### src/design/nhqp_pkg.sv
// Package: shared types, constants and helpers for the NVMe host queue pair engine.
`timescale 1ns / 1ps
`default_nettype none
package nhqp_pkg;

   // Ring geometry
   localparam int ADMIN_DEPTH = 8;
   localparam int IO_DEPTH    = 128;
   localparam int ADMIN_IDX_W = (ADMIN_DEPTH > 2) ? $clog2(ADMIN_DEPTH) : 1;
   localparam int IO_IDX_W    = (IO_DEPTH > 2) ? $clog2(IO_DEPTH) : 1;
   localparam int DB_VAL_W    = (ADMIN_IDX_W > IO_IDX_W) ? ADMIN_IDX_W : IO_IDX_W;

   // Fixed field widths
   localparam int SLOT_W      = 7;
   localparam int CID_W       = 16;
   localparam int DBOFF_W     = 19;
   localparam int STRIDE_W    = 4;
   localparam int BEAT_W      = 5;

   localparam logic [DBOFF_W-1:0] DOORBELL_BASE = 19'h01000;
   localparam logic [CID_W-1:0]   IO_NAMESPACE  = 16'h0001;

   // Item kinds
   localparam logic ITEM_SUBMIT     = 1'b0;
   localparam logic ITEM_COMPLETION = 1'b1;

   // Result kinds
   localparam logic [1:0] KIND_ENTRY    = 2'd0;
   localparam logic [1:0] KIND_DOORBELL = 2'd1;
   localparam logic [1:0] KIND_REPORT   = 2'd2;

   // Completion states
   localparam logic [1:0] CPL_PENDING = 2'd0;
   localparam logic [1:0] CPL_SUCCESS = 2'd1;
   localparam logic [1:0] CPL_ERROR   = 2'd2;

   // Beat of the tail doorbell after the 16 entry dwords
   localparam logic [BEAT_W-1:0] BEAT_TAIL_DB = 5'd16;

   // Work descriptor handed from front to back
   typedef struct packed {
      logic                is_cpl;
      logic                queue;
      logic [SLOT_W-1:0]   slot;
      logic [CID_W-1:0]    cid;
      logic [7:0]          opcode;
      logic [31:0]         dw1;
      logic [63:0]         addr;
      logic [31:0]         dw10;
      logic [31:0]         dw11;
      logic [31:0]         dw12;
      logic [31:0]         dw13;
      logic [DB_VAL_W-1:0] db_val;
      logic [DBOFF_W-1:0]  db_offset;
      logic [1:0]          cstate;
   } desc_type;

   function automatic logic [DBOFF_W-1:0] doorbell_at(input logic q, input logic is_cq,
                                                      input logic [STRIDE_W-1:0] exp);
      logic [4:0] sh;
      sh = 5'd2 + 5'(exp);
      return DOORBELL_BASE + (DBOFF_W'({q, is_cq}) << sh);
   endfunction

endpackage
`default_nettype wire

### src/design/nhqp_front.sv
// Front end: accepts transactions, owns ring state and builds work descriptors.
`timescale 1ns / 1ps
`default_nettype none
module nhqp_front
   import nhqp_pkg::*;
(
   input  wire logic                clock,
   input  wire logic                reset,
   input  wire logic                accept,
   input  wire logic                item_kind,
   input  wire logic                queue_id,
   input  wire logic [7:0]          cmd_opcode,
   input  wire logic [31:0]         namespace_id,
   input  wire logic [31:0]         cmd_dword10,
   input  wire logic [31:0]         cmd_dword11,
   input  wire logic [31:0]         cmd_dword12,
   input  wire logic [31:0]         cmd_dword13,
   input  wire logic [63:0]         data_addr,
   input  wire logic [63:0]         start_lba,
   input  wire logic [15:0]         block_count,
   input  wire logic [15:0]         cqe_status,
   input  wire logic [STRIDE_W-1:0] stride_exp,
   output desc_type                 desc
);

   logic [ADMIN_IDX_W-1:0] admin_tail_ff, admin_tail_in;
   logic [ADMIN_IDX_W-1:0] admin_head_ff, admin_head_in;
   logic                   admin_phase_ff, admin_phase_in;
   logic [IO_IDX_W-1:0]    io_tail_ff, io_tail_in;
   logic [IO_IDX_W-1:0]    io_head_ff, io_head_in;
   logic                   io_phase_ff, io_phase_in;
   logic [CID_W-1:0]       cid_ff, cid_in;

   logic [ADMIN_IDX_W-1:0] admin_tail_nx, admin_head_nx;
   logic [IO_IDX_W-1:0]    io_tail_nx, io_head_nx;
   logic                   phase;
   logic                   cpl_ok;

   assign admin_tail_nx = (admin_tail_ff == ADMIN_IDX_W'(ADMIN_DEPTH - 1)) ? '0
                        : admin_tail_ff + 1'b1;
   assign admin_head_nx = (admin_head_ff == ADMIN_IDX_W'(ADMIN_DEPTH - 1)) ? '0
                        : admin_head_ff + 1'b1;
   assign io_tail_nx    = (io_tail_ff == IO_IDX_W'(IO_DEPTH - 1)) ? '0 : io_tail_ff + 1'b1;
   assign io_head_nx    = (io_head_ff == IO_IDX_W'(IO_DEPTH - 1)) ? '0 : io_head_ff + 1'b1;

   assign phase  = queue_id ? io_phase_ff : admin_phase_ff;
   assign cpl_ok = (cqe_status[0] == phase) && (cqe_status[15:1] == 15'd0);

   always_comb begin
      admin_tail_in  = admin_tail_ff;
      admin_head_in  = admin_head_ff;
      admin_phase_in = admin_phase_ff;
      io_tail_in     = io_tail_ff;
      io_head_in     = io_head_ff;
      io_phase_in    = io_phase_ff;
      cid_in         = cid_ff;
      if (accept) begin
         if (item_kind == ITEM_SUBMIT) begin
            cid_in = cid_ff + 1'b1;
            if (queue_id) begin
               io_tail_in = io_tail_nx;
            end else begin
               admin_tail_in = admin_tail_nx;
            end
         end else if (cpl_ok) begin
            if (queue_id) begin
               io_head_in = io_head_nx;
               if (io_head_nx == '0) begin
                  io_phase_in = ~io_phase_ff;
               end
            end else begin
               admin_head_in = admin_head_nx;
               if (admin_head_nx == '0) begin
                  admin_phase_in = ~admin_phase_ff;
               end
            end
         end
      end
   end

   always_ff @(posedge clock) begin
      if (reset) begin
         admin_tail_ff  <= '0;
         admin_head_ff  <= '0;
         admin_phase_ff <= 1'b1;
         io_tail_ff     <= '0;
         io_head_ff     <= '0;
         io_phase_ff    <= 1'b1;
         cid_ff         <= '0;
      end else begin
         admin_tail_ff  <= admin_tail_in;
         admin_head_ff  <= admin_head_in;
         admin_phase_ff <= admin_phase_in;
         io_tail_ff     <= io_tail_in;
         io_head_ff     <= io_head_in;
         io_phase_ff    <= io_phase_in;
         cid_ff         <= cid_in;
      end
   end

   // Descriptor for the transaction presented this cycle
   always_comb begin
      desc        = '0;
      desc.is_cpl = item_kind;
      desc.queue  = queue_id;
      desc.opcode = cmd_opcode;
      desc.addr   = data_addr;
      if (item_kind == ITEM_SUBMIT) begin
         desc.cid       = cid_ff + 1'b1;
         desc.db_offset = doorbell_at(queue_id, 1'b0, stride_exp);
         if (queue_id) begin
            desc.slot   = SLOT_W'(io_tail_ff);
            desc.db_val = DB_VAL_W'(io_tail_nx);
            desc.dw1    = 32'(IO_NAMESPACE);
            desc.dw10   = start_lba[31:0];
            desc.dw11   = start_lba[63:32];
            desc.dw12   = 32'(block_count);
            desc.dw13   = 32'd0;
         end else begin
            desc.slot   = SLOT_W'(admin_tail_ff);
            desc.db_val = DB_VAL_W'(admin_tail_nx);
            desc.dw1    = namespace_id;
            desc.dw10   = cmd_dword10;
            desc.dw11   = cmd_dword11;
            desc.dw12   = cmd_dword12;
            desc.dw13   = cmd_dword13;
         end
      end else begin
         desc.db_offset = doorbell_at(queue_id, 1'b1, stride_exp);
         if (queue_id) begin
            desc.slot   = SLOT_W'(io_head_ff);
            desc.db_val = DB_VAL_W'(io_head_nx);
         end else begin
            desc.slot   = SLOT_W'(admin_head_ff);
            desc.db_val = DB_VAL_W'(admin_head_nx);
         end
         if (cqe_status[0] != phase) begin
            desc.cstate = CPL_PENDING;
         end else if (cqe_status[15:1] != 15'd0) begin
            desc.cstate = CPL_ERROR;
         end else begin
            desc.cstate = CPL_SUCCESS;
         end
      end
   end

endmodule
`default_nettype wire

### src/design/nhqp_queue.sv
// Two-entry descriptor queue between front end and back end.
`timescale 1ns / 1ps
`default_nettype none
module nhqp_queue
   import nhqp_pkg::*;
(
   input  wire logic     clock,
   input  wire logic     reset,
   input  wire logic     push,
   input  wire desc_type push_desc,
   output logic          full,
   input  wire logic     pop,
   output logic          not_empty,
   output desc_type      head_desc
);

   desc_type   entry_ff [2];
   logic       wr_ptr_ff, wr_ptr_in;
   logic       rd_ptr_ff, rd_ptr_in;
   logic [1:0] count_ff, count_in;

   assign full      = (count_ff == 2'd2);
   assign not_empty = (count_ff != 2'd0);
   assign head_desc = entry_ff[rd_ptr_ff];

   always_comb begin
      wr_ptr_in = push ? ~wr_ptr_ff : wr_ptr_ff;
      rd_ptr_in = pop ? ~rd_ptr_ff : rd_ptr_ff;
      count_in  = count_ff + 2'(push) - 2'(pop);
   end

   always_ff @(posedge clock) begin
      if (reset) begin
         wr_ptr_ff <= 1'b0;
         rd_ptr_ff <= 1'b0;
         count_ff  <= 2'd0;
      end else begin
         wr_ptr_ff <= wr_ptr_in;
         rd_ptr_ff <= rd_ptr_in;
         count_ff  <= count_in;
      end
   end

   always_ff @(posedge clock) begin
      if (push) begin
         entry_ff[wr_ptr_ff] <= push_desc;
      end
   end

endmodule
`default_nettype wire

### src/design/nhqp_back.sv
// Back end: sequences each descriptor into result beats through an output register.
`timescale 1ns / 1ps
`default_nettype none
module nhqp_back
   import nhqp_pkg::*;
(
   input  wire logic          clock,
   input  wire logic          reset,
   input  wire logic          q_not_empty,
   input  wire desc_type      q_desc,
   output logic               q_pop,
   output logic               rsp_valid,
   input  wire logic          rsp_stall,
   output logic [1:0]         rsp_out_kind,
   output logic               rsp_out_queue,
   output logic [SLOT_W-1:0]  rsp_slot_index,
   output logic [3:0]         rsp_dword_index,
   output logic [31:0]        rsp_write_data,
   output logic [DBOFF_W-1:0] rsp_doorbell_offset,
   output logic [CID_W-1:0]   rsp_command_id,
   output logic [1:0]         rsp_completion_state,
   output logic               rsp_last
);

   logic [BEAT_W-1:0]  beat_ff, beat_in;
   logic               valid_ff, valid_in;
   logic [1:0]         kind_ff, kind_in;
   logic               queue_ff, queue_in;
   logic [SLOT_W-1:0]  slot_ff, slot_in;
   logic [3:0]         dw_ff, dw_in;
   logic [31:0]        data_ff, data_in;
   logic [DBOFF_W-1:0] dboff_ff, dboff_in;
   logic [CID_W-1:0]   cid_ff, cid_in;
   logic [1:0]         cstate_ff, cstate_in;
   logic               last_ff, last_in;

   logic               load;
   logic [31:0]        entry_dw;

   assign load = !valid_ff || !rsp_stall;

   always_comb begin
      case (beat_ff[3:0])
         4'd0:    entry_dw = {q_desc.cid, 8'h00, q_desc.opcode};
         4'd1:    entry_dw = q_desc.dw1;
         4'd6:    entry_dw = q_desc.addr[31:0];
         4'd7:    entry_dw = q_desc.addr[63:32];
         4'd10:   entry_dw = q_desc.dw10;
         4'd11:   entry_dw = q_desc.dw11;
         4'd12:   entry_dw = q_desc.dw12;
         4'd13:   entry_dw = q_desc.dw13;
         default: entry_dw = 32'd0;
      endcase
   end

   always_comb begin
      beat_in   = beat_ff;
      valid_in  = valid_ff;
      kind_in   = kind_ff;
      queue_in  = queue_ff;
      slot_in   = slot_ff;
      dw_in     = dw_ff;
      data_in   = data_ff;
      dboff_in  = dboff_ff;
      cid_in    = cid_ff;
      cstate_in = cstate_ff;
      last_in   = last_ff;
      q_pop     = 1'b0;
      if (load) begin
         valid_in  = q_not_empty;
         queue_in  = q_desc.queue;
         slot_in   = q_desc.slot;
         dw_in     = 4'd0;
         data_in   = 32'd0;
         dboff_in  = '0;
         cid_in    = '0;
         cstate_in = CPL_PENDING;
         last_in   = 1'b0;
         kind_in   = KIND_REPORT;
         if (!q_desc.is_cpl) begin
            cid_in = q_desc.cid;
            if (beat_ff == BEAT_TAIL_DB) begin
               kind_in  = KIND_DOORBELL;
               data_in  = 32'(q_desc.db_val);
               dboff_in = q_desc.db_offset;
               last_in  = 1'b1;
            end else begin
               kind_in = KIND_ENTRY;
               dw_in   = beat_ff[3:0];
               data_in = entry_dw;
            end
         end else if ((q_desc.cstate == CPL_SUCCESS) && (beat_ff == '0)) begin
            kind_in  = KIND_DOORBELL;
            data_in  = 32'(q_desc.db_val);
            dboff_in = q_desc.db_offset;
         end else begin
            cstate_in = q_desc.cstate;
            last_in   = 1'b1;
         end
         if (q_not_empty) begin
            if (last_in) begin
               q_pop   = 1'b1;
               beat_in = '0;
            end else begin
               beat_in = beat_ff + 1'b1;
            end
         end
      end
   end

   always_ff @(posedge clock) begin
      if (reset) begin
         valid_ff <= 1'b0;
         beat_ff  <= '0;
      end else begin
         valid_ff <= valid_in;
         beat_ff  <= beat_in;
      end
   end

   always_ff @(posedge clock) begin
      kind_ff   <= kind_in;
      queue_ff  <= queue_in;
      slot_ff   <= slot_in;
      dw_ff     <= dw_in;
      data_ff   <= data_in;
      dboff_ff  <= dboff_in;
      cid_ff    <= cid_in;
      cstate_ff <= cstate_in;
      last_ff   <= last_in;
   end

   assign rsp_valid            = valid_ff;
   assign rsp_out_kind         = kind_ff;
   assign rsp_out_queue        = queue_ff;
   assign rsp_slot_index       = slot_ff;
   assign rsp_dword_index      = dw_ff;
   assign rsp_write_data       = data_ff;
   assign rsp_doorbell_offset  = dboff_ff;
   assign rsp_command_id       = cid_ff;
   assign rsp_completion_state = cstate_ff;
   assign rsp_last             = last_ff;

endmodule
`default_nettype wire

### src/design/nvme_host_queue_pair_engine_top.sv
// Top level: NVMe host queue pair engine (admin and I/O pairs, phase-tag completion).
`timescale 1ns / 1ps
`default_nettype none
// Host side of two NVMe queue pairs: queue 0 is admin (8 slots), queue 1 is I/O
// (128 slots). A submit transaction takes the next shared command id and yields
// 17 result transactions: the 16 dwords of the 64-byte entry at the tail slot,
// then the tail doorbell write carrying the new tail. A completion transaction
// checks the status halfword of the entry at the head against the expected
// phase and yields one report (pending or error, nothing consumed) or, on
// success, a head doorbell write followed by a success report.
// Rate: the result port moves one transaction per cycle while rsp_stall is low.
// The front end updates ring state and accepts a transaction in the cycle it
// arrives, as long as the two-entry descriptor queue has room; the back-end
// sequencer and its output register set the sustained rate.
// csr_wr_data sets the doorbell stride exponent (spacing 4 << value bytes);
// write it only while the engine is idle. Reset is synchronous and active high.
module nvme_host_queue_pair_engine_top
   import nhqp_pkg::*;
(
   input  wire logic                clock,
   input  wire logic                reset,
   // Configuration
   input  wire logic                csr_wr_en,
   input  wire logic [STRIDE_W-1:0] csr_wr_data,
   // Request channel
   input  wire logic                req_valid,
   output logic                     req_stall,
   input  wire logic                req_item_kind,
   input  wire logic                req_queue_id,
   input  wire logic [7:0]          req_cmd_opcode,
   input  wire logic [31:0]         req_namespace_id,
   input  wire logic [31:0]         req_cmd_dword10,
   input  wire logic [31:0]         req_cmd_dword11,
   input  wire logic [31:0]         req_cmd_dword12,
   input  wire logic [31:0]         req_cmd_dword13,
   input  wire logic [63:0]         req_data_addr,
   input  wire logic [63:0]         req_start_lba,
   input  wire logic [15:0]         req_block_count,
   input  wire logic [15:0]         req_cqe_status,
   // Response channel
   output logic                     rsp_valid,
   input  wire logic                rsp_stall,
   output logic [1:0]               rsp_out_kind,
   output logic                     rsp_out_queue,
   output logic [SLOT_W-1:0]        rsp_slot_index,
   output logic [3:0]               rsp_dword_index,
   output logic [31:0]              rsp_write_data,
   output logic [DBOFF_W-1:0]       rsp_doorbell_offset,
   output logic [CID_W-1:0]         rsp_command_id,
   output logic [1:0]               rsp_completion_state,
   output logic                     rsp_last
);

   logic [STRIDE_W-1:0] stride_ff, stride_in;
   logic                accept;
   logic                q_full;
   logic                q_not_empty;
   logic                q_pop;
   desc_type            front_desc;
   desc_type            head_desc;

   // Doorbell stride register
   assign stride_in = csr_wr_en ? csr_wr_data : stride_ff;

   always_ff @(posedge clock) begin
      if (reset) begin
         stride_ff <= '0;
      end else begin
         stride_ff <= stride_in;
      end
   end

   // Accept whenever the descriptor queue has a free entry
   assign req_stall = q_full;
   assign accept    = req_valid && !q_full;

   nhqp_front u_front (
      .clock        (clock),
      .reset        (reset),
      .accept       (accept),
      .item_kind    (req_item_kind),
      .queue_id     (req_queue_id),
      .cmd_opcode   (req_cmd_opcode),
      .namespace_id (req_namespace_id),
      .cmd_dword10  (req_cmd_dword10),
      .cmd_dword11  (req_cmd_dword11),
      .cmd_dword12  (req_cmd_dword12),
      .cmd_dword13  (req_cmd_dword13),
      .data_addr    (req_data_addr),
      .start_lba    (req_start_lba),
      .block_count  (req_block_count),
      .cqe_status   (req_cqe_status),
      .stride_exp   (stride_ff),
      .desc         (front_desc)
   );

   nhqp_queue u_queue (
      .clock     (clock),
      .reset     (reset),
      .push      (accept),
      .push_desc (front_desc),
      .full      (q_full),
      .pop       (q_pop),
      .not_empty (q_not_empty),
      .head_desc (head_desc)
   );

   nhqp_back u_back (
      .clock                (clock),
      .reset                (reset),
      .q_not_empty          (q_not_empty),
      .q_desc               (head_desc),
      .q_pop                (q_pop),
      .rsp_valid            (rsp_valid),
      .rsp_stall            (rsp_stall),
      .rsp_out_kind         (rsp_out_kind),
      .rsp_out_queue        (rsp_out_queue),
      .rsp_slot_index       (rsp_slot_index),
      .rsp_dword_index      (rsp_dword_index),
      .rsp_write_data       (rsp_write_data),
      .rsp_doorbell_offset  (rsp_doorbell_offset),
      .rsp_command_id       (rsp_command_id),
      .rsp_completion_state (rsp_completion_state),
      .rsp_last             (rsp_last)
   );

endmodule
`default_nettype wire

### config.mk
export PLATFORM = sky130hd
export DESIGN_NAME = nvme_host_queue_pair_engine_top
export DESIGN_NICKNAME = d
export VERILOG_FILES = /design/src/design/nhqp_pkg.sv /design/src/design/nhqp_front.sv /design/src/design/nhqp_queue.sv /design/src/design/nhqp_back.sv /design/src/design/nvme_host_queue_pair_engine_top.sv
export SDC_FILE = /design/constraint.sdc
export NUM_CORES = 1
export LEC_CHECK = 0
export BUFFER_PORTS_ARGS = -buffer_cell sky130_fd_sc_hd__buf_4
export CAP_MARGIN = 20
export CORE_MARGIN = 4
export CORE_UTILIZATION = 40
export CTS_BUF_LIST = sky130_fd_sc_hd__clkbuf_4
export CTS_CLUSTER_SIZE = 30
export DETAILED_ROUTE_END_ITERATION = 8
export GPL_ROUTABILITY_DRIVEN = 0
export PLACE_DENSITY_LB_ADDON = 0.2
export SLEW_MARGIN = 15
export SYNTH_ARGS = -nofsm -noshare
export SYNTH_HDL_FRONTEND = slang
export SYNTH_HIERARCHICAL = 1
export SYNTH_SLANG_ARGS = --single-unit
### constraint.sdc
create_clock -name clock -period 14.9 [get_ports clock]
set_clock_uncertainty 0.05 [all_clocks]
set_input_delay 1.49 -clock clock [delete_from_list [all_inputs] [get_ports clock]]
set_output_delay 1.49 -clock clock [all_outputs]
set_load 0.02 [all_outputs]
**Word-level counts from Yosys, hierarchy flattened**

Memories as Yosys holds them, arrays and structs flattened. A register that Yosys moved wholly into a read port is not among the register bits.
Index checks and enable logic that the tools add are counted.

- $add $sub $neg: 11
- $mul: 0
- Div/mod/pow operators: 0
- Order comparisons: 0
- Eq/ne operators: 16
- Shifts and indexed selects: 2
- Mux-type cells: 40
- Bitwise operators: 7
- Reduce and logical (&&, ||, !) cells: 24

Operator list:

| cell | number |
|---|---|
| $pmux 32 s8 | 1 |
| $mux 135 | 1 |
| $mux 128 | 1 |
| $mux 32 | 4 |
| $mux 19 | 3 |
| $mux 7 | 7 |
| $add 13x19->19 const A | 2 |
| $shl 2x5->19 | 2 |
| $mux 26 | 1 |
| $add 16x1->16 const B | 1 |
| $eq 4x4->1 const B | 4 |
| $mux 16 | 1 |
| $logic_not 15->1 | 1 |
| $reduce_bool 15->1 | 1 |
| $add 7x1->7 const B | 2 |
| $eq 7x7->1 const B | 2 |
| $mux 1 | 13 |
| $mux 2 | 5 |
| $reduce_and 5->1 | 2 |
| $eq 4x3->1 const B | 2 |
| $reduce_and 4->1 | 2 |
| $logic_not 7->1 | 1 |
| $not 1->1 | 7 |
| $add 3x1->3 const B | 2 |
| other kinds (23) | 32 |

- Flip-flop bits (word level): 136
- Latch bits: 0
- Bits in writable memories: 570
- ROM bits: 0
- Bits of input ports: 339
- Output and inout port bits: 86
- Logic and storage cells: 123
- Memories kept: 1

Memory list:

| memory | words | width | rd ports | clocked after memory_dff | write ports | RTL line | RTL |
|---|---|---|---|---|---|---|---|
| u_queue.entry_ff | 2 | 285 | 1 | 1 | 1 | nhqp_queue.sv:17 | `desc_type entry_ff [2];` |

**Logic depth before layout (Yosys ltp)**

Gate-level depths: netlist (run 1).

- Depth after elaboration: 10
- Gate-level depth with buffers: 12
- Gate-level depth less buffers: 10

**Hierarchy**

The synthesis (run 1) kept the hierarchy.

By module, submodules not included:

| module | times used | cells each | area an instance (sq um) | seq. area each (sq um) |
|---|---|---|---|---|
| nhqp_queue | 1 | 908 | 20,961.4 | 17,216.5 |
| nhqp_front | 1 | 711 | 5,054.8 | 760.7 |
| nhqp_back | 1 | 382 | 4,740.8 | 2,642.5 |
| nvme_host_queue_pair_engine_top | 1 | 14 | 146.4 | 80.1 |

**Least setup slack after synthesis (run 1)**

No wires, ideal clock.

- Kind: input -> register
- Start: in req_valid
- End: mem u_queue/entry_ff[0][0] (netlist name) (enable)
- Library setup time: 0.971 ns
- Data arrival time: 14.396 ns
- Data required time: 13.879 ns
- Setup slack: -0.517 ns
- Cell stages on the path: 2
- Path buffers: 0
- Cell sequence: nor2b_1 > nor2b_1

- Longest elaborated chain between the ends: 3

Ends and longest elaborated chain:

| item | RTL line | RTL |
|---|---|---|
| from (decl) | nvme_host_queue_pair_engine_top.sv:26 | `input wire logic req_valid,` |
| $logic_and 1x1->1 | nvme_host_queue_pair_engine_top.sv:75 | `assign accept = req_valid && !q_full;` |
| $mux 1 | nhqp_queue.sv:45 | `if (push) begin` |
| $mux 1 (implied by the code) | nhqp_queue.sv:46 | `entry_ff[wr_ptr_ff] <= push_desc;` |
| to (decl) | nhqp_queue.sv:17 |  |

No other way between the ends.

**Worst setup path in the final report (run 1)**

- Start: in req_valid
- End: mem u_queue/entry_ff[1][71] (netlist name) (enable)

- Longest elaborated chain between the ends: 3

Ends and longest elaborated chain:

| item | RTL line | RTL |
|---|---|---|
| $logic_and 1x1->1 | nvme_host_queue_pair_engine_top.sv:75 |  |
| named net accept | nvme_host_queue_pair_engine_top.sv:55 | `logic accept;` |
| $mux 1 | nhqp_queue.sv:45 |  |
| $mux 1 (implied by the code) | nhqp_queue.sv:46 |  |

The timed path passes the listed nets, and every way through them passes these cells.

==> flow_summary_export.csv, run 1 <==
group,metric,value,unit
run_status,run_status,"finished, final reports clean",
global_route,number_of_antenna_violations_at_the_first_check_in_global_routing,3,
cts,cts_resized,0,
synthesis,dominantRegCellSynth,"sky130_fd_sc_hd__edfxtp_1",
pwr,clkPwrFrac,27.7,%
floorplanning,die_boundary_height,286,um
setup_path,timing.critical_path.from_type,"input port",
hold_path,hold_depth,2,
floorplanning,die-area,81800,sq um
drt,wire_per_inst,22.6,um
synthesis,synth-seq-area-share,67.0,%
setup_path,startpoint,"req_valid",
timing,period_minus_slack,4.30,ns
pwr,power.density,156,nW/um^2
drt,route.vias.total,18500,
global_route,pin_count_of_the_biggest_net_entering_global_routing,158,
synthesis,ys_top_cells_by_area,"sky130_fd_sc_hd__edfxtp_1 64%, sky130_fd_sc_hd__mux2_2 9.7%, sky130_fd_sc_hd__dfxtp_1 3.4%",
floorplanning,initial_core_util,40.6,%
drt,drtIter0Drc,1226,
synthesis,synth_top_cell_by_area,"sky130_fd_sc_hd__edfxtp_1",
floorplanning,core_area,76200,sq um
cts,cts.clk_slew.worst_paths,0.06,ns
floorplanning,std_cell_rows,101,
pwr,vdd_ir_drop_max,0.000107,V
setup_path,cp.arrival,4.80,ns
finish,layout-drive-gt1-share,40.5,%
synthesis,synth_nets,2371,
synthesis,synth_seq_cells,707,
setup_path,r2r_start,"u_queue/count_ff[1]$_SDFF_PP0_",
finish,register_area,20700,sq um
global_route,first_global_vias,19500,
pwr,design_power_total,5710,uW
global_route,globalRoute.totalOverflow,0,
floorplanning,horizontal_die_dimension,286,um
pwr,internal_power,4000,uW
place,buffer_ports.inserted,424,
setup_path,worst-r2r-setup-slack,10.75,ns
hold_path,timing.hold.worst.start,"u_front/cid_ff[15]$_SDFFE_PP0P_",
synthesis,mappedNetlistArea,30900,sq um
cts,cts.htree.levels,4,
setup_path,critical-path-max-stage-delay,0.96,ns
timing,measured_slew_at_the_worst_slew_check_pin,1.16,ns
timing,max_freq,233,MHz
cts,cts_num_sinks,707,
pwr,power.share.combinational,25.0,%
synthesis,netlist_top_cells_count,"654 x sky130_fd_sc_hd__edfxtp_1, 266 x sky130_fd_sc_hd__mux2_2, 181 x sky130_fd_sc_hd__nor2_1, 102 x sky130_fd_sc_hd__and2_1, 96 x sky130_fd_sc_hd__mux2i_1",
synthesis,synth_top_area_share,63.5,%
setup_path,crit_fanout,157,
pwr,seq_power_share,47.2,%
drt,route.antenna.remaining_nets,0,
timing,unrepaired_setup_endpoints_after_global_routing,"false",
global_route,globalRouteTotalUtil,19.4,%
setup_path,cp-end-kind,"register",
setup_path,worstPathCellList,"buf_4, nor2b_1, and2_4, buf_12, buf_4",
synthesis,async_flop_share,0,%
cts,post_cts_buffers,0,
finish,design.final.nets,2800,
hold_path,min_delay_worst_endpoint,"u_front/cid_ff[15]$_SDFFE_PP0P_",
timing,fin_setup_tns,0,ns
drt,route.detailed.drc,0,
cts,clock_latency,0.98,ns
finish,number_of_fill_cells_in_the_layout,6718,
synthesis,synthesis.yosys.warnings,6,
setup_path,worst_path_max_delay_cell,"sky130_fd_sc_hd__buf_4",
setup_path,worst-path-buf-inv,3,
cts,cts_hold_repair.buffers,0,
drt,dr_pass1_iterations,5,
pwr,p_switching,1710,uW
cts,cts.root.buffer_cell,"sky130_fd_sc_hd__clkbuf_4",
setup_path,cp_top_family,"buffers and inverters",
timing,number_of_setup_violations_in_the_final_report,0,
pwr,p_leak,0.0136,uW
synthesis,syn_avg_cell_area,15.3,sq um
drt,drt_wl_total,81600,um
synthesis,synthMostInstantiatedCell,"sky130_fd_sc_hd__edfxtp_1",
cts,tritoncts,"yes",
setup_path,critical_path_required,15.40,ns
place,dp.final_hpwl,51900,um
finish,multiInputGateArea,8890,sq um
finish,areaGrowthSynthToFinish,18.2,%
setup_path,crit-reg2reg-capture,"u_queue/entry_ff[1][71]$_DFFE_PP_",
global_route,first_pass_grt_wire_length,119000,um
setup_path,ff2ff_path_depth,5,
flow_run,maxCapViolations,0,
timing,finalHoldViolations,0,
hold_path,holdCritPathClass,"register to register",
drt,route.detailed.vias_per_inst,5.13,
timing,min_period_over_period,28.8,%
pwr,power_switching_share,29.9,%
floorplanning,io-pin-count,425,
synthesis,synth_enable_flop_cells,654,
synthesis,synthDistinctLibCells,61,
setup_path,path_class,"input port to register",
synthesis,synthCells,2015,
timing,timing_max_transition_violations_final,0,
setup_path,crit_top_cell,"sky130_fd_sc_hd__buf_4",
timing,timing.max_slew.rel_slack,22.2,%
cts,cts-root-to-sink-buffers,3,
cts,cts-buffers-inserted,180,
-- power groups by stage --
stage               logic [uW]  clock network (uW)  registers, uW
floorplan                  894                   0           2860
CTS                       1450                1650           2700
detailed placement        1450                   0           2740
finish                    1430                1580           2700
global route              1520                1750           2730
global placement          1430                   0           2730
-- worst reg2reg max path, delay by kind of cell (launching register included) --
family	cells	cell delay, ns
DFF	1	0.32
and+or+nand+nor	3	1.53
buffers and inverters	2	1.78
-- cells in the final DEF (no fill, tap or decap), types with 52 or more instances in the layout --
cell                       Yosys  layout
sky130_fd_sc_hd__mux2_2      266     266
sky130_fd_sc_hd__a22oi_1      74      74
sky130_fd_sc_hd__edfxtp_1    654     654
sky130_fd_sc_hd__dfxtp_1      53      52
sky130_fd_sc_hd__buf_4        79     435
sky130_fd_sc_hd__and2_1      102     101
sky130_fd_sc_hd__nor2_1      181     179
sky130_fd_sc_hd__clkbuf_4      0     259
sky130_fd_sc_hd__mux2i_1      96      96
-- routing by layer --
layer / track usage, % / vias to the layer above / share of wire, %
met5: 0 / - / 0
met4: 6.56 / 0 / 2.3
met3: 4.32 / 126 / 5.7
met2: 32.9 / 613 / 51
met1: 24.7 / 9205 / 41
li1: - / 8560 / -
-- flip-flops by register name, indices dropped and copies added, names as in the netlist, 2 cells and up, named ones only --
name and cells:
u_back/rsp_completion_state 2, u_back/rsp_write_data 32, u_back/rsp_dword_index 4, u_back/rsp_doorbell_offset 19
u_front/io_head_ff 7, u_back/beat_ff 5, u_back/rsp_out_kind 2, u_front/io_tail_ff 7
u_front/cid_ff 16, u_back/rsp_slot_index 7, u_front/admin_head_ff 3, stride_ff 4
u_queue/count_ff 2, u_queue/entry_ff 570, u_front/admin_tail_ff 3, u_back/rsp_command_id 16
-- stage by stage --
stage / utilization (%) / hold slack, ns / area (sq um) / cells / setup slack (ns)
final: 47.9 / 0.447 / 36500 / 3607 / 10.60
after detailed placement: 45.0 / 0.433 / 34300 / 3291 / 9.54
after CTS: 47.9 / 0.448 / 36500 / 3604 / 10.61
after global routing: 47.9 / 0.480 / 36500 / 3606 / 10.41
after global placement: 45.0 / 0.418 / 34300 / 3291 / 9.64
after floorplan: - / 0.400 / 30900 / 2015 / 5.00
-- logic make-up after synthesis --
logic type	synth area share, %
adders and majority gates	0.688
and+or+nand+nor	7.41
buffers and inverters	4.39
muxes	14.3
DFF	67.0
AOI/OAI and AO/OA	4.83
xor gates and xnor gates	1.40
-- how the worst max path moves through the flow --
stage                                                     to  slack [ns]  depth (start not counted)
after floorplan             u_queue/entry_ff[0][0]$_DFFE_PP_        5.00                          2
after global placement    u_queue/entry_ff[0][106]$_DFFE_PP_        9.64                          6
after detailed placement  u_queue/entry_ff[0][106]$_DFFE_PP_        9.54                          6
after CTS                 u_queue/entry_ff[0][199]$_DFFE_PP_       10.61                          6
after global routing      u_queue/entry_ff[0][199]$_DFFE_PP_       10.41                          6
final                      u_queue/entry_ff[1][71]$_DFFE_PP_       10.60                          5
-- layout make-up --
| cell class | count | share of cell area (%) |
|---|---|---|
| multi-input cells | 1102 | 24.4 |
| flip-flops and latches | 707 | 56.7 |
| clock buffers | 259 | 5.32 |
| well taps | 1030 | 3.53 |
| clock inverters | 54 | 0.750 |
| diodes | 2 | 0.0137 |
| repair buffers | 441 | 9.21 |
| inverters | 12 | 0.123 |
Note: power is estimated with default switching activity, not from simulation.
==> inputs of run 2 (changes only) <==
Clock period 14.9 ns to 3.44 ns, I/O delays scaled along.
==> run 2 against run 1 <==
Via count up 11%. Clock-buffer cell count is 20 higher. Sequential share of layout area fell by 6.7 points. Final area grew 13%. Power grew to 4.6 times the previous value. Sequential cell count stayed put. Sequential power increased to 4.3 times the previous value. First-iteration DRC count is 14% higher. Worst hold slack got worse by 0.31 ns. Clock power rose to 4.7 times the previous value. Core utilization increased by 6.4 points. Largest cell class unchanged. Setup slack got worse by 10 ns.
==> flow_summary_export.csv, run 2 (same netlist as run 1, synthesis figures left out) <==
group,metric,value,unit
run_status,run_status,"finished, final reports clean",
cts,tritoncts,"yes",
drt,drt_wl_total,86700,um
setup_path,cp_num_cells,9,
flow_run,maxCapViolations,0,
timing,unrepaired_setup_endpoints_after_global_routing,"false",
global_route,globalRouteTotalUtil,20.9,%
drt,route.vias.total,20500,
global_route,first_pass_grt_wire_length,130000,um
finish,largest_register_ffs,570,
floorplanning,std_cell_rows,101,
pwr,power.share.combinational,27.0,%
setup_path,worst_path_max_delay_cell,"sky130_fd_sc_hd__dlygate4sd3_1",
hold_path,holdCritPathClass,"input port to register",
pwr,power_switching_share,29.5,%
setup_path,path_class,"input port to register",
finish,layout_commonest_cell,"sky130_fd_sc_hd__edfxtp_1",
timing,measured_slew_at_the_worst_slew_check_pin,0.946,ns
global_route,number_of_antenna_violations_at_the_first_check_in_global_routing,5,
setup_path,crit_top_cell,"sky130_fd_sc_hd__dlygate4sd3_1",
setup_path,worstPathCellList,"dlygate4sd3_1, buf_4, nor4_1, dlygate4sd3_1, nand4_1, dlygate4sd3_1, or4_4, o21ai_0, or3b_2",
floorplanning,initial_core_util,40.6,%
place,dp.final_hpwl,55500,um
hold_path,hold_depth,2,
setup_path,worst-path-buf-inv,4,
timing,timing_max_transition_violations_final,0,
pwr,seq_power_share,44.4,%
setup_path,crit_fanout,12,
setup_path,ff2ff_path_depth,8,
drt,route.antenna.remaining_nets,0,
pwr,p_switching,7680,uW
timing,fin_ws,0.387,ns
finish,layout-drive-gt1-share,35.9,%
setup_path,timing.critical_path.from_type,"input port",
cts,cts-root-to-sink-buffers,3,
global_route,globalRoute.totalOverflow,0,
timing,min_period_over_period,88.8,%
floorplanning,die-area,81800,sq um
timing,whs,0.137,ns
drt,dr_pass1_iterations,5,
pwr,p_leak,0.0157,uW
setup_path,cp-end-kind,"register",
timing,timing.max_slew.rel_slack,36.9,%
timing,period_minus_slack,3.05,ns
cts,cts_resized,0,
setup_path,cp.arrival,3.84,ns
finish,design.final.nets,3261,
floorplanning,io-pin-count,425,
cts,cts.clk_slew.worst_paths,0.06,ns
drt,route.detailed.drc,0,
cts,cts.htree.levels,4,
pwr,power.density,628,nW/um^2
finish,finish.instance_area,41400,sq um
floorplanning,die_boundary_height,286,um
floorplanning,core_area,76200,sq um
cts,clock_latency,0.99,ns
global_route,first_global_vias,22100,
setup_path,critical-path-max-stage-delay,0.65,ns
timing,number_of_setup_violations_in_the_final_report,0,
pwr,design_power_total,26000,uW
cts,cts-buffers-inserted,184,
place,placedInstanceArea,34700,sq um
timing,max_freq,328,MHz
finish,mostFrequentLayoutCells,"654 x sky130_fd_sc_hd__edfxtp_1, 456 x sky130_fd_sc_hd__buf_4, 423 x sky130_fd_sc_hd__dlygate4sd3_1",
global_route,pin_count_of_the_biggest_net_entering_global_routing,140,
pwr,internal_power,18300,uW
setup_path,cp_top_family,"buffers and inverters",
timing,fin_setup_tns,0,ns
pwr,clkPwrFrac,28.6,%
floorplanning,horizontal_die_dimension,286,um
cts,cts.root.buffer_cell,"sky130_fd_sc_hd__clkbuf_4",
finish,most_flop_heavy_register,"u_queue/entry_ff",
timing,finalHoldViolations,0,
finish,areaGrowthSynthToFinish,34.1,%
drt,wire_per_inst,21.2,um
cts,cts_num_sinks,707,
place,buffer_ports.inserted,424,
setup_path,critical_path_required,4.22,ns
place,placement.setup.worst_slack,0.829,ns
drt,route.detailed.vias_per_inst,5.03,
drt,drtIter0Drc,1401,
pwr,vdd_ir_drop_max,0.000449,V
## run 2: per-layer routing
layer | global-route usage (%) | wire (um)
met1 | 25.6 | 34700
met2 | 36.5 | 44900
met3 | 4.90 | 5190
met4 | 6.95 | 1890
met5 | 0 | 0
## run 2: cell type report
type | instances | area (sq um)
fillers | 6194 | 34800
multi-input cells | 1102 | 8910
flip-flops and latches | 707 | 20700
clock buffers | 279 | 2090
repair buffers | 898 | 8020
inverters | 12 | 45.0
well taps | 1030 | 1290
diodes | 4 | 10.0
clock inverters | 51 | 357
## run 2: final timing paths
check	start	to	slack [ns]
setup reg to reg	u_queue/count_ff[1]$_SDFF_PP0_	u_front/admin_phase_ff$_SDFFE_PP1P_	0.69
hold reg to reg	u_front/admin_tail_ff[2]$_SDFFE_PP0P_	u_front/admin_tail_ff[2]$_SDFFE_PP0P_	0.45
hold / removal	req_data_addr[62]	u_queue/entry_ff[1][218]$_DFFE_PP_	0.14
setup / recovery	req_cqe_status[4]	u_front/io_phase_ff$_SDFFE_PP1P_	0.39
## run 2: metrics by stage
stage,util (%),instances
after floorplan,-,2015
after global placement,45.6,3326
after detailed placement,45.6,3326
after CTS,54.4,4079
after global routing,54.4,4082
final,54.4,4083
## run 2: power groups by stage
stage	Sequential [uW]	Clock [uW]	Combinational (uW)
after detailed placement	11700	0	6650
after CTS	11600	7700	7100
after global routing	11700	8200	7460
final	11600	7450	7010
after floorplan	12200	0	3890
after global placement	11700	0	6610
## run 2: worst reg2reg max path: stages (launching register included)
cell                            delay (ns)
sky130_fd_sc_hd__dfxtp_2              0.33
sky130_fd_sc_hd__nor2b_4              0.13
sky130_fd_sc_hd__nor2b_4              0.22
sky130_fd_sc_hd__inv_1                0.22
sky130_fd_sc_hd__or4_1                0.57
sky130_fd_sc_hd__dlygate4sd3_1        0.68
sky130_fd_sc_hd__nor3b_2              0.23
sky130_fd_sc_hd__xnor2_1              0.13
sky130_fd_sc_hd__nand2b_1             0.07
## run 2: repair_timing
item | CTS | global route
setup buffers | 0 | 0
endpoints found under the hold margin | 607 | 0
hold buffers | 423 | 0
